<file path="config.mk">
export PLATFORM = sky130hd
export DESIGN_NAME = sha256_stream_hasher_core
export DESIGN_NICKNAME = d
export VERILOG_FILES = /design/src/sha256_sh_pkg.sv /design/src/sha256_stream_hasher_core.sv
export SDC_FILE = /design/constraint.sdc
export NUM_CORES = 2
export LEC_CHECK = 0
export ABC_AREA = 1
export BUFFER_PORTS_ARGS = -buffer_cell sky130_fd_sc_hd__buf_2
export CAP_MARGIN = 10
export CORE_AREA = 2 2 467 469
export DETAILED_ROUTE_END_ITERATION = 12
export DIE_AREA = 0 0 469 471
export GPL_TIMING_DRIVEN = 1
export SETUP_SLACK_MARGIN = 0.15
export SYNTH_ARGS = -nofsm -noshare
export SYNTH_HDL_FRONTEND = slang
export SYNTH_SLANG_ARGS = --single-unit
</file>
<file path="constraint.sdc">
create_clock -name clk -period 50.4 [get_ports clk]
set_input_delay 5.04 -clock clk [delete_from_list [all_inputs] [get_ports clk]]
set_output_delay 5.04 -clock clk [all_outputs]
set_load 0.005 [all_outputs]
</file>
<file path="src/sha256_sh_pkg.sv">
// sha-256 stream hasher shared types and constants
package sha256_sh_pkg;

  typedef struct packed {
    logic [7:0] message_byte;
    logic       byte_present;
    logic       end_of_message;
  } in_req_t;

  typedef struct packed {
    logic [31:0] digest_word;
    logic [2:0]  word_position;
    logic        last_word;
  } out_req_t;

  localparam logic [7:0] PadByte = 8'h80;

  function automatic logic [31:0] round_k(input logic [5:0] i);
    logic [31:0] k;
    unique case (i)
      6'd0: k = 32'h428a2f98;  6'd1: k = 32'h71374491;  6'd2: k = 32'hb5c0fbcf;
      6'd3: k = 32'he9b5dba5;  6'd4: k = 32'h3956c25b;  6'd5: k = 32'h59f111f1;
      6'd6: k = 32'h923f82a4;  6'd7: k = 32'hab1c5ed5;  6'd8: k = 32'hd807aa98;
      6'd9: k = 32'h12835b01;  6'd10: k = 32'h243185be; 6'd11: k = 32'h550c7dc3;
      6'd12: k = 32'h72be5d74; 6'd13: k = 32'h80deb1fe; 6'd14: k = 32'h9bdc06a7;
      6'd15: k = 32'hc19bf174; 6'd16: k = 32'he49b69c1; 6'd17: k = 32'hefbe4786;
      6'd18: k = 32'h0fc19dc6; 6'd19: k = 32'h240ca1cc; 6'd20: k = 32'h2de92c6f;
      6'd21: k = 32'h4a7484aa; 6'd22: k = 32'h5cb0a9dc; 6'd23: k = 32'h76f988da;
      6'd24: k = 32'h983e5152; 6'd25: k = 32'ha831c66d; 6'd26: k = 32'hb00327c8;
      6'd27: k = 32'hbf597fc7; 6'd28: k = 32'hc6e00bf3; 6'd29: k = 32'hd5a79147;
      6'd30: k = 32'h06ca6351; 6'd31: k = 32'h14292967; 6'd32: k = 32'h27b70a85;
      6'd33: k = 32'h2e1b2138; 6'd34: k = 32'h4d2c6dfc; 6'd35: k = 32'h53380d13;
      6'd36: k = 32'h650a7354; 6'd37: k = 32'h766a0abb; 6'd38: k = 32'h81c2c92e;
      6'd39: k = 32'h92722c85; 6'd40: k = 32'ha2bfe8a1; 6'd41: k = 32'ha81a664b;
      6'd42: k = 32'hc24b8b70; 6'd43: k = 32'hc76c51a3; 6'd44: k = 32'hd192e819;
      6'd45: k = 32'hd6990624; 6'd46: k = 32'hf40e3585; 6'd47: k = 32'h106aa070;
      6'd48: k = 32'h19a4c116; 6'd49: k = 32'h1e376c08; 6'd50: k = 32'h2748774c;
      6'd51: k = 32'h34b0bcb5; 6'd52: k = 32'h391c0cb3; 6'd53: k = 32'h4ed8aa4a;
      6'd54: k = 32'h5b9cca4f; 6'd55: k = 32'h682e6ff3; 6'd56: k = 32'h748f82ee;
      6'd57: k = 32'h78a5636f; 6'd58: k = 32'h84c87814; 6'd59: k = 32'h8cc70208;
      6'd60: k = 32'h90befffa; 6'd61: k = 32'ha4506ceb; 6'd62: k = 32'hbef9a3f7;
      default: k = 32'hc67178f2;
    endcase
    return k;
  endfunction

  function automatic logic [31:0] init_h(input logic [2:0] i);
    logic [31:0] h;
    unique case (i)
      3'd0: h = 32'h6a09e667; 3'd1: h = 32'hbb67ae85;
      3'd2: h = 32'h3c6ef372; 3'd3: h = 32'ha54ff53a;
      3'd4: h = 32'h510e527f; 3'd5: h = 32'h9b05688c;
      3'd6: h = 32'h1f83d9ab; default: h = 32'h5be0cd19;
    endcase
    return h;
  endfunction

  function automatic logic [31:0] rotr(input logic [31:0] x, input int n);
    return (x >> n) | (x << (32 - n));
  endfunction

endpackage

</file>
<file path="src/sha256_stream_hasher_core.sv">
// sha-256 stream hasher top level
//
// in_ channel: one request per message byte (byte_present) with end_of_message
// marking the last item; a request with byte_present and end_of_message both
// low is accepted and does nothing. out_ channel: on a message end eight
// digest words, word 0 first, last_word on word 7.
// the accept cycle of a byte reads its block word, the next one writes the
// merged word back. the 64th byte of a block adds a compression: a load of
// the working registers and a memory read, 64 rounds at one per cycle with
// the schedule in a 16-word shift window fed from the block memory, then a
// fold of the eight working registers into the chain. a message end adds
// the pad byte, one memory write per remaining word, one or two compressions
// and 8 result words at one per cycle at best; in_ready stays low until the
// last one is taken, and a stalled receiver holds the current word unchanged.
// after reset, and after each digest, the chain holds the initial hash values
// and the length counter and fill position are zero; no clearing pass is needed.
module sha256_stream_hasher_core (
  input  logic                      clk,
  input  logic                      rst_n,
  input  logic                      in_valid,
  output logic                      in_ready,
  input  sha256_sh_pkg::in_req_t    in_data,
  output logic                      out_valid,
  input  logic                      out_ready,
  output sha256_sh_pkg::out_req_t   out_data
);

  typedef enum logic [3:0] {
    S_IDLE, S_BYTE_WR, S_PAD_RD, S_PAD_WR, S_CMP_INIT, S_ROUND_RD, S_ROUND,
    S_FOLD, S_OUT
  } state_t;

  state_t       state_r;
  logic [31:0]  blk_mem [16];
  logic [31:0]  blk_rd_r;
  logic [31:0]  ch_r [8];
  logic [31:0]  wr_r [8];
  logic [5:0]   fill_r;
  logic [63:0]  bits_r;
  logic [7:0]   byte_r;
  logic         eom_r;
  logic         final_r;
  logic         len_here_r;
  logic [6:0]   rnd_r;
  logic [2:0]   idx_r;
  logic [31:0]  wt_r [16];

  // memory port
  logic         mem_we;
  logic [3:0]   mem_wa;
  logic [31:0]  mem_wd;
  logic [3:0]   mem_ra;

  always_ff @(posedge clk) begin
    if (mem_we) begin
      blk_mem[mem_wa] <= mem_wd;
    end
    blk_rd_r <= blk_mem[mem_ra];
  end

  logic [31:0] pad_word;
  logic [31:0] w_new;
  logic [31:0] w_cur;
  logic [31:0] s0, s1, t1, t2, big0, big1, chv, maj;
  logic [5:0]  rnd6;

  assign rnd6 = rnd_r[5:0];

  always_comb begin
    logic [31:0] x, y;
    x = wt_r[1];
    y = wt_r[14];
    s0 = sha256_sh_pkg::rotr(x, 7) ^ sha256_sh_pkg::rotr(x, 18) ^ (x >> 3);
    s1 = sha256_sh_pkg::rotr(y, 17) ^ sha256_sh_pkg::rotr(y, 19) ^ (y >> 10);
    w_new = wt_r[0] + s0 + wt_r[9] + s1;
    w_cur = (rnd_r < 7'd16) ? blk_rd_r : w_new;
    big1 = sha256_sh_pkg::rotr(wr_r[4], 6) ^ sha256_sh_pkg::rotr(wr_r[4], 11)
         ^ sha256_sh_pkg::rotr(wr_r[4], 25);
    chv = (wr_r[4] & wr_r[5]) ^ (~wr_r[4] & wr_r[6]);
    t1 = wr_r[7] + big1 + chv + sha256_sh_pkg::round_k(rnd6) + w_cur;
    big0 = sha256_sh_pkg::rotr(wr_r[0], 2) ^ sha256_sh_pkg::rotr(wr_r[0], 13)
         ^ sha256_sh_pkg::rotr(wr_r[0], 22);
    maj = (wr_r[0] & wr_r[1]) ^ (wr_r[0] & wr_r[2]) ^ (wr_r[1] & wr_r[2]);
    t2 = big0 + maj;
  end

  // padding word for the current word slot, length in the last two words
  always_comb begin
    pad_word = '0;
    if (len_here_r && fill_r[5:2] == 4'd14) begin
      pad_word = bits_r[63:32];
    end else if (len_here_r && fill_r[5:2] == 4'd15) begin
      pad_word = bits_r[31:0];
    end
  end

  // in-word byte merge
  logic [31:0] merged;
  logic [1:0]  lane;
  logic [31:0] shifted;
  assign lane = fill_r[1:0];
  assign shifted = {24'd0, byte_r} << (5'd24 - {lane, 3'd0});
  assign merged = (lane == 2'd0) ? shifted : (blk_rd_r | shifted);

  always_comb begin
    mem_we = 1'b0;
    mem_wa = fill_r[5:2];
    mem_wd = merged;
    mem_ra = 4'd0;
    unique case (state_r)
      S_IDLE, S_PAD_RD: mem_ra = fill_r[5:2];
      S_BYTE_WR: mem_we = 1'b1;
      S_PAD_WR: begin
        mem_we = 1'b1;
        mem_wd = pad_word;
      end
      S_ROUND: mem_ra = rnd_r[3:0] + 4'd1;
      default: mem_ra = 4'd0;
    endcase
  end

  assign in_ready = (state_r == S_IDLE);
  assign out_valid = (state_r == S_OUT);
  assign out_data.digest_word = ch_r[idx_r];
  assign out_data.word_position = idx_r;
  assign out_data.last_word = (idx_r == 3'd7);

  always_ff @(posedge clk) begin
    if (!rst_n) begin
      state_r <= S_IDLE;
      fill_r <= '0;
      bits_r <= '0;
      eom_r <= 1'b0;
      final_r <= 1'b0;
      len_here_r <= 1'b0;
      rnd_r <= '0;
      idx_r <= '0;
      for (int i = 0; i < 8; i++) begin
        ch_r[i] <= sha256_sh_pkg::init_h(3'(i));
      end
    end else begin
      unique case (state_r)
        S_IDLE: begin
          if (in_valid) begin
            if (in_data.byte_present) begin
              byte_r <= in_data.message_byte;
              bits_r <= bits_r + 64'd8;
              eom_r <= in_data.end_of_message;
              state_r <= S_BYTE_WR;
            end else if (in_data.end_of_message) begin
              byte_r <= sha256_sh_pkg::PadByte;
              final_r <= 1'b1;
              state_r <= S_BYTE_WR;
            end
          end
        end
        S_BYTE_WR: begin
          if (final_r) begin
            // pad byte written, rest of its word is already zero
            len_here_r <= (fill_r[5:2] <= 4'd13);
            fill_r <= {fill_r[5:2] + 4'd1, 2'd0};
            if (fill_r[5:2] == 4'd15) begin
              state_r <= S_CMP_INIT;
            end else begin
              state_r <= S_PAD_WR;
            end
          end else begin
            fill_r <= fill_r + 6'd1;
            if (fill_r == 6'd63) begin
              state_r <= S_CMP_INIT;
            end else if (eom_r) begin
              byte_r <= sha256_sh_pkg::PadByte;
              eom_r <= 1'b0;
              final_r <= 1'b1;
              state_r <= S_PAD_RD;
            end else begin
              state_r <= S_IDLE;
            end
          end
        end
        S_PAD_RD: begin
          state_r <= S_BYTE_WR;
        end
        S_PAD_WR: begin
          fill_r <= {fill_r[5:2] + 4'd1, 2'd0};
          if (fill_r[5:2] == 4'd15) begin
            state_r <= S_CMP_INIT;
          end
        end
        S_CMP_INIT: begin
          for (int i = 0; i < 8; i++) begin
            wr_r[i] <= ch_r[i];
          end
          rnd_r <= '0;
          state_r <= S_ROUND_RD;
        end
        S_ROUND_RD: begin
          state_r <= S_ROUND;
        end
        S_ROUND: begin
          for (int i = 0; i < 15; i++) begin
            wt_r[i] <= wt_r[i + 1];
          end
          wt_r[15] <= w_cur;
          wr_r[7] <= wr_r[6];
          wr_r[6] <= wr_r[5];
          wr_r[5] <= wr_r[4];
          wr_r[4] <= wr_r[3] + t1;
          wr_r[3] <= wr_r[2];
          wr_r[2] <= wr_r[1];
          wr_r[1] <= wr_r[0];
          wr_r[0] <= t1 + t2;
          rnd_r <= rnd_r + 7'd1;
          if (rnd_r == 7'd63) begin
            idx_r <= '0;
            state_r <= S_FOLD;
          end
        end
        S_FOLD: begin
          ch_r[idx_r] <= ch_r[idx_r] + wr_r[idx_r];
          idx_r <= idx_r + 3'd1;
          if (idx_r == 3'd7) begin
            if (final_r) begin
              if (len_here_r) begin
                state_r <= S_OUT;
              end else begin
                len_here_r <= 1'b1;
                state_r <= S_PAD_WR;
              end
            end else if (eom_r) begin
              byte_r <= sha256_sh_pkg::PadByte;
              eom_r <= 1'b0;
              final_r <= 1'b1;
              state_r <= S_BYTE_WR;
            end else begin
              state_r <= S_IDLE;
            end
          end
        end
        S_OUT: begin
          if (out_ready) begin
            idx_r <= idx_r + 3'd1;
            if (idx_r == 3'd7) begin
              for (int i = 0; i < 8; i++) begin
                ch_r[i] <= sha256_sh_pkg::init_h(3'(i));
              end
              bits_r <= '0;
              fill_r <= '0;
              final_r <= 1'b0;
              len_here_r <= 1'b0;
              state_r <= S_IDLE;
            end
          end
        end
        default: state_r <= S_IDLE;
      endcase
    end
  end

  assert property (@(posedge clk) disable iff (!rst_n)
    out_valid |-> !in_ready)
    else $error("input taken while digest pending");
  assert property (@(posedge clk) disable iff (!rst_n)
    (out_valid && !out_ready) |=> (out_valid && $stable(out_data)))
    else $error("digest word changed under stall");
  assert property (@(posedge clk) disable iff (!rst_n)
    (in_valid && in_ready && !in_data.byte_present && !in_data.end_of_message)
    |=> in_ready)
    else $error("idle item started work");

endmodule

</file>
Word-level counts from Yosys, hierarchy flattened
Memories as Yosys holds them, arrays and structs flattened. A register that Yosys moved wholly into a read port is not among the register bits.
Index checks and enable logic that the tools add are counted.
{"block": "word_totals", "mem_count": 5, "output_inout_bits": 38, "elab_cells": 278, "mem_bits_rw": 1536, "in_bits": 14, "latchBits": 0, "mem_bits_ro": 2048, "ff_bits": 95}
{"name": "(name not given)", "depth": 64, "width": 32, "rd": 1, "rd_ports_with_merged_regs": 1, "write_ports": 0, "line_no": "sha256_sh_pkg.sv:20", "source": "unique case (i)"}
{"name": "blk_mem", "depth": 16, "width": 32, "rd": 1, "rd_ports_with_merged_regs": 1, "write_ports": 1, "line_no": "sha256_stream_hasher_core.sv:34", "source": "logic [31:0] blk_mem [16];"}
{"name": "wt_r", "depth": 16, "width": 32, "rd": 16, "rd_ports_with_merged_regs": 0, "write_ports": 16, "line_no": "sha256_stream_hasher_core.sv:46", "source": "logic [31:0] wt_r [16];"}
{"name": "ch_r", "depth": 8, "width": 32, "rd": 9, "rd_ports_with_merged_regs": 1, "write_ports": 8, "line_no": "sha256_stream_hasher_core.sv:36", "source": "logic [31:0] ch_r [8];"}
{"name": "wr_r", "depth": 8, "width": 32, "rd": 9, "rd_ports_with_merged_regs": 1, "write_ports": 8, "line_no": "sha256_stream_hasher_core.sv:37", "source": "logic [31:0] wr_r [8];"}
{"block": "op_classes", "n_bitwise": 44, "mul": 0, "div_mod_pow": 0, "n_mux": 149, "shift": 1, "n_reduce_logical": 22, "add_sub_neg": 18, "eq_ne": 28, "magnitude_cmp": 2}
{"cell": "$mux W32", "n": 62}
{"cell": "$add A32 B32 Y32", "n": 11}
{"cell": "$xor A32 B32 Y32", "n": 9}
{"cell": "$mux W64", "n": 4}
{"cell": "$and A32 B32 Y32", "n": 5}
{"cell": "$pmux W64 S2", "n": 1}
{"cell": "$add A64 B4 Y64 const B", "n": 1}
{"cell": "$mux W8", "n": 8}
{"cell": "$mux W4", "n": 11}
{"cell": "$mux W1", "n": 39}
{"cell": "$pmux W4 S9", "n": 1}
{"cell": "$not A32 Y32", "n": 1}
{"cell": "$or A10 B32 Y32", "n": 1}
{"cell": "$or A13 B32 Y32", "n": 1}
{"cell": "$or A14 B32 Y32", "n": 1}
{"cell": "$or A15 B32 Y32", "n": 1}
{"cell": "$or A19 B32 Y32", "n": 1}
{"cell": "$or A21 B32 Y32", "n": 1}
{"cell": "$or A25 B32 Y32", "n": 1}
{"cell": "$or A26 B32 Y32", "n": 1}
{"cell": "$or A30 B32 Y32", "n": 1}
{"cell": "$or A32 B32 Y32", "n": 1}
{"cell": "$or A7 B32 Y32", "n": 1}
{"cell": "$reduce_or A32 Y1", "n": 1}
{"cell": "43 further kinds", "n": 99}

Depth between registers and ports, before layout
An unclocked memory read counts as a cell.
{"block": "logic_depth", "ltp_word": 11, "mapped_depth": 49, "ltp_nobuf": 49}

Worst setup path after synthesis
No wires, ideal clock.
{"block": "synth_path", "path_kind": "input to register", "from": "input port rst_n", "to": "memory wt_r[0][0], enable pin", "setup_time_ns": 1.076, "path_slack_ns": 29.310, "path_buffers": 3, "arrival_time_ns": 20.014, "required_time_ns": 49.324, "path_stages": 5, "path_cell_list": "buf_2 clkinv_1 nor2_1 clkbuf_1 clkbuf_1"}
{"element": "start: declaration", "line_no": "sha256_stream_hasher_core.sv:19", "source": "input logic rst_n,"}
{"element": "end: declaration", "line_no": "sha256_stream_hasher_core.sv:46"}

==> results.cfg <==
[logic_synthesis]
synthTopCellsByArea = edfxtp_1 54%, o21ai_0 5.8%, nand2_1 5.6%
ys_types = 67
synthCells = 8490
syn_nets = 8873
syn_area_mm2 = 0.0860
ys_seq_area_share_pct = 57.5
synth_warnings = 0
yosysTopAreaCellShare_pct = 53.9
yosys.area.top_type = edfxtp_1
synth_seq_cells = 1695
syn_area_per_cell_um2 = 10.1

[sta]
setup_violations = 0
rsz0062_at_grt = false
min_period_ps = 11030
period_share_pct = 21.9
final-hold-violation-count = 0
fin_tns_setup_ps = 0
finClkSkew_ps = 114
fmax_mhz = 90.7
tightest_slew_ps = 1270
slew_headroom_pct = 15.6
slew_viol_final = 0

[clock_tree]
cts.sinks = 1695
htreeDepth = 4
clkTransAtPathRegs_ps = 60
cts_root_buf = clkbuf_16
ctsResizeCount = 0
cts_setup_buffers = 0
ctsHoldBuffers = 0
cts_buffers = 185
clk_latency_ps = 880
cts_buffer_depth = 3
tritoncts = built

[global_routing]
grt_max_degree = 268
antenna_found_initial = 17
grt_pass1_wl_um = 419000
grt_pass1_vias = 60823
grt_overflow_total = 0
grt.total_usage_pct = 25.9

[power]
powerDensity_mw_per_mm2 = 53.1
peakVddDrop_uv = 79.0
p_leak_nw = 35.8

[die]
ioPinCount = 52
fp.dieW_um = 469
die_area_mm2 = 0.221
die_h_um = 471
start_util_pct = 39.8
core_mm2 = 0.216
rows = 171

[routing]
num_vias = 64704
drt_iter0_drc = 8120
drt-total-wl_um = 292000
wl_per_cell_um = 25.4
ant_nets = 0
first_pass_iters = 10
drc = 0
routed_via_density = 5.64

[final_layout]
areaGrowthSynthToFinish_pct = 11.4
drive_above_1_share_pct = 7.02
final_cell_count_no_fill = 11482
nets = 8845

[job]
cap_violations = 0

[placement]
io_buffers = 51
dp_cells = 11127
gp_congestion = 1.01
dp_hpwl_um = 203000

[setup_path]
slowest_stage = o21ai_0
cp_data_required_time_ps = 50940
crit_type = reg -> reg
worstSetupEndpointType = flop
cp_common_cell = fa_1
start_kind = flop
max_stage_delay_ps = 670
crit_arrival_ps = 11570
critPathMaxFanout = 6

[run_status]
status = finished clean

[min_path]
worstHoldPathType = reg -> reg
==> cell families (layout without fill, tap and decap cells) <==
family                     count (synthesis)  count (layout)  share of synthesized area, %
AOI/OAI and AO/OA                       1951            1951                          12.6
xor gates and xnor gates                 354             354                          3.62
adders and majority gates                369             369                          7.01
buffers and inverters                   1306            1437                          5.87
DFF                                     1695            1695                          57.5
other                                      0               7                             0
and+or+nand+nor                         2815            2815                          13.4
==> power breakdown <==
| group | internal (mW) | total (mW) | leakage, nW | switching [mW] |
|---|---|---|---|---|
| Clock | 0.805 | 1.41 | 3.05 | 0.600 |
| Sequential | 1.58 | 1.62 | 15.2 | 0.0420 |
| Combinational | 0.641 | 2.06 | 17.5 | 1.41 |
==> cells in the mapped netlist (all sizes together) <==
master and n:
a211oi 9, a21boi 7, a21o 13, a21oi 443, a221oi 36, a22o 2
a22oi 30, a311oi 1, a31o 3, a31oi 84, a32oi 2, and2 3
and3 5, and3b 1, buf 103, clkbuf 285, clkinv 10, dfxtp 151
edfxtp 1544, fa 188, ha 181, inv 908, nand2 1291, nand3 263
nand3b 9, nand4 35, nor2 1028, nor3 113, nor3b 3, nor4 23
o2111ai 8, o211ai 37, o21a 14, o21ai 1104, o21bai 25, o221a 1
o221ai 41, o22ai 36, o311ai 6, o31ai 11, o32ai 38, or2 41
xnor2 177, xor2 177
==> cell type report <==
cell class / instances / area [um^2]
Sequential cell: 1695 / 49400
Clock inverter: 104 / 1380
Antenna cell: 7 / 17.5
Timing Repair Buffer: 173 / 1250
Fill cell: 20398 / 120000
Tap cell: 2854 / 3570
Inverter: 918 / 3470
Multi-Input combinational cell: 5489 / 31700
Clock buffer: 242 / 4980
==> critical path: cells and delay by family, from the launching register on <==
family,cells,cell delay [ps]
buffers and inverters,4,220
DFF,1,480
and+or+nand+nor,12,1500
adders and majority gates,10,4390
xor gates and xnor gates,4,830
AOI/OAI and AO/OA,11,3280
==> path summary, 6_finish.rpt <==
path	slack (ps)	start	cells after the start	end
setup reg to reg	39370	wt_r[1][212]$_DFFE_PP_	41	wr_r[0][31]$_DFFE_PP_
setup / recovery	39370	wt_r[1][212]$_DFFE_PP_	41	wr_r[0][31]$_DFFE_PP_
hold / removal	370	wt_r[0][121]$_DFFE_PP_	0	wt_r[0][89]$_DFFE_PP_
hold reg to reg	370	wt_r[0][121]$_DFFE_PP_	0	wt_r[0][89]$_DFFE_PP_
==> sequential cells by signal, indices dropped and copies added (netlist names), 4 cells and up, named ones only <==
register,cells
blk_mem,512
wt_r,512
ch_r,256
wr_r,256
bits_r,61
blk_rd_r,32
byte_r,8
rnd_r,7
fill_r,6
state_r,4
==> metal layers <==
layer / vias up / global-route usage, % / routed length, um
met4: 16 / 8.76 / 10700
met3: 516 / 5.91 / 28500
met1: 31937 / 37.5 / 126000
met5: - / 0 / 206
met2: 3086 / 38.2 / 126000
li1: 29149 / - / -
==> cells in the final DEF, fill, tap and decap left out, types with 51 or more instances in the layout <==
cell type	count
a21oi_1	442
a31oi_1	84
buf_2	51
buf_4	116
clkbuf_16	186
dfxtp_1	149
edfxtp_1	1544
fa_1	188
ha_1	181
inv_1	879
nand2_1	1279
nand3_1	259
nor2_1	987
nor3_1	103
o21ai_0	991
o21ai_1	106
xnor2_1	176
xor2_1	176
==> through the flow <==
stage | instance area (um^2) | worst slack, ps | hold WS, ps | total power, mW | utilization [%]
detailed placement | 89400 | 39700 | 405 | 3.62 | 41.4
global route | 95800 | 39000 | 369 | 5.34 | 44.3
finish | 95800 | 39370 | 367 | 5.08 | 44.3
global placement | 89400 | 39750 | 400 | 3.64 | 41.4
floorplan | 86000 | 29310 | 400 | 2.92 | -
CTS | 95800 | 39590 | 365 | 5.04 | 44.3
No activity file was read; power rests on OpenSTA's default activity.
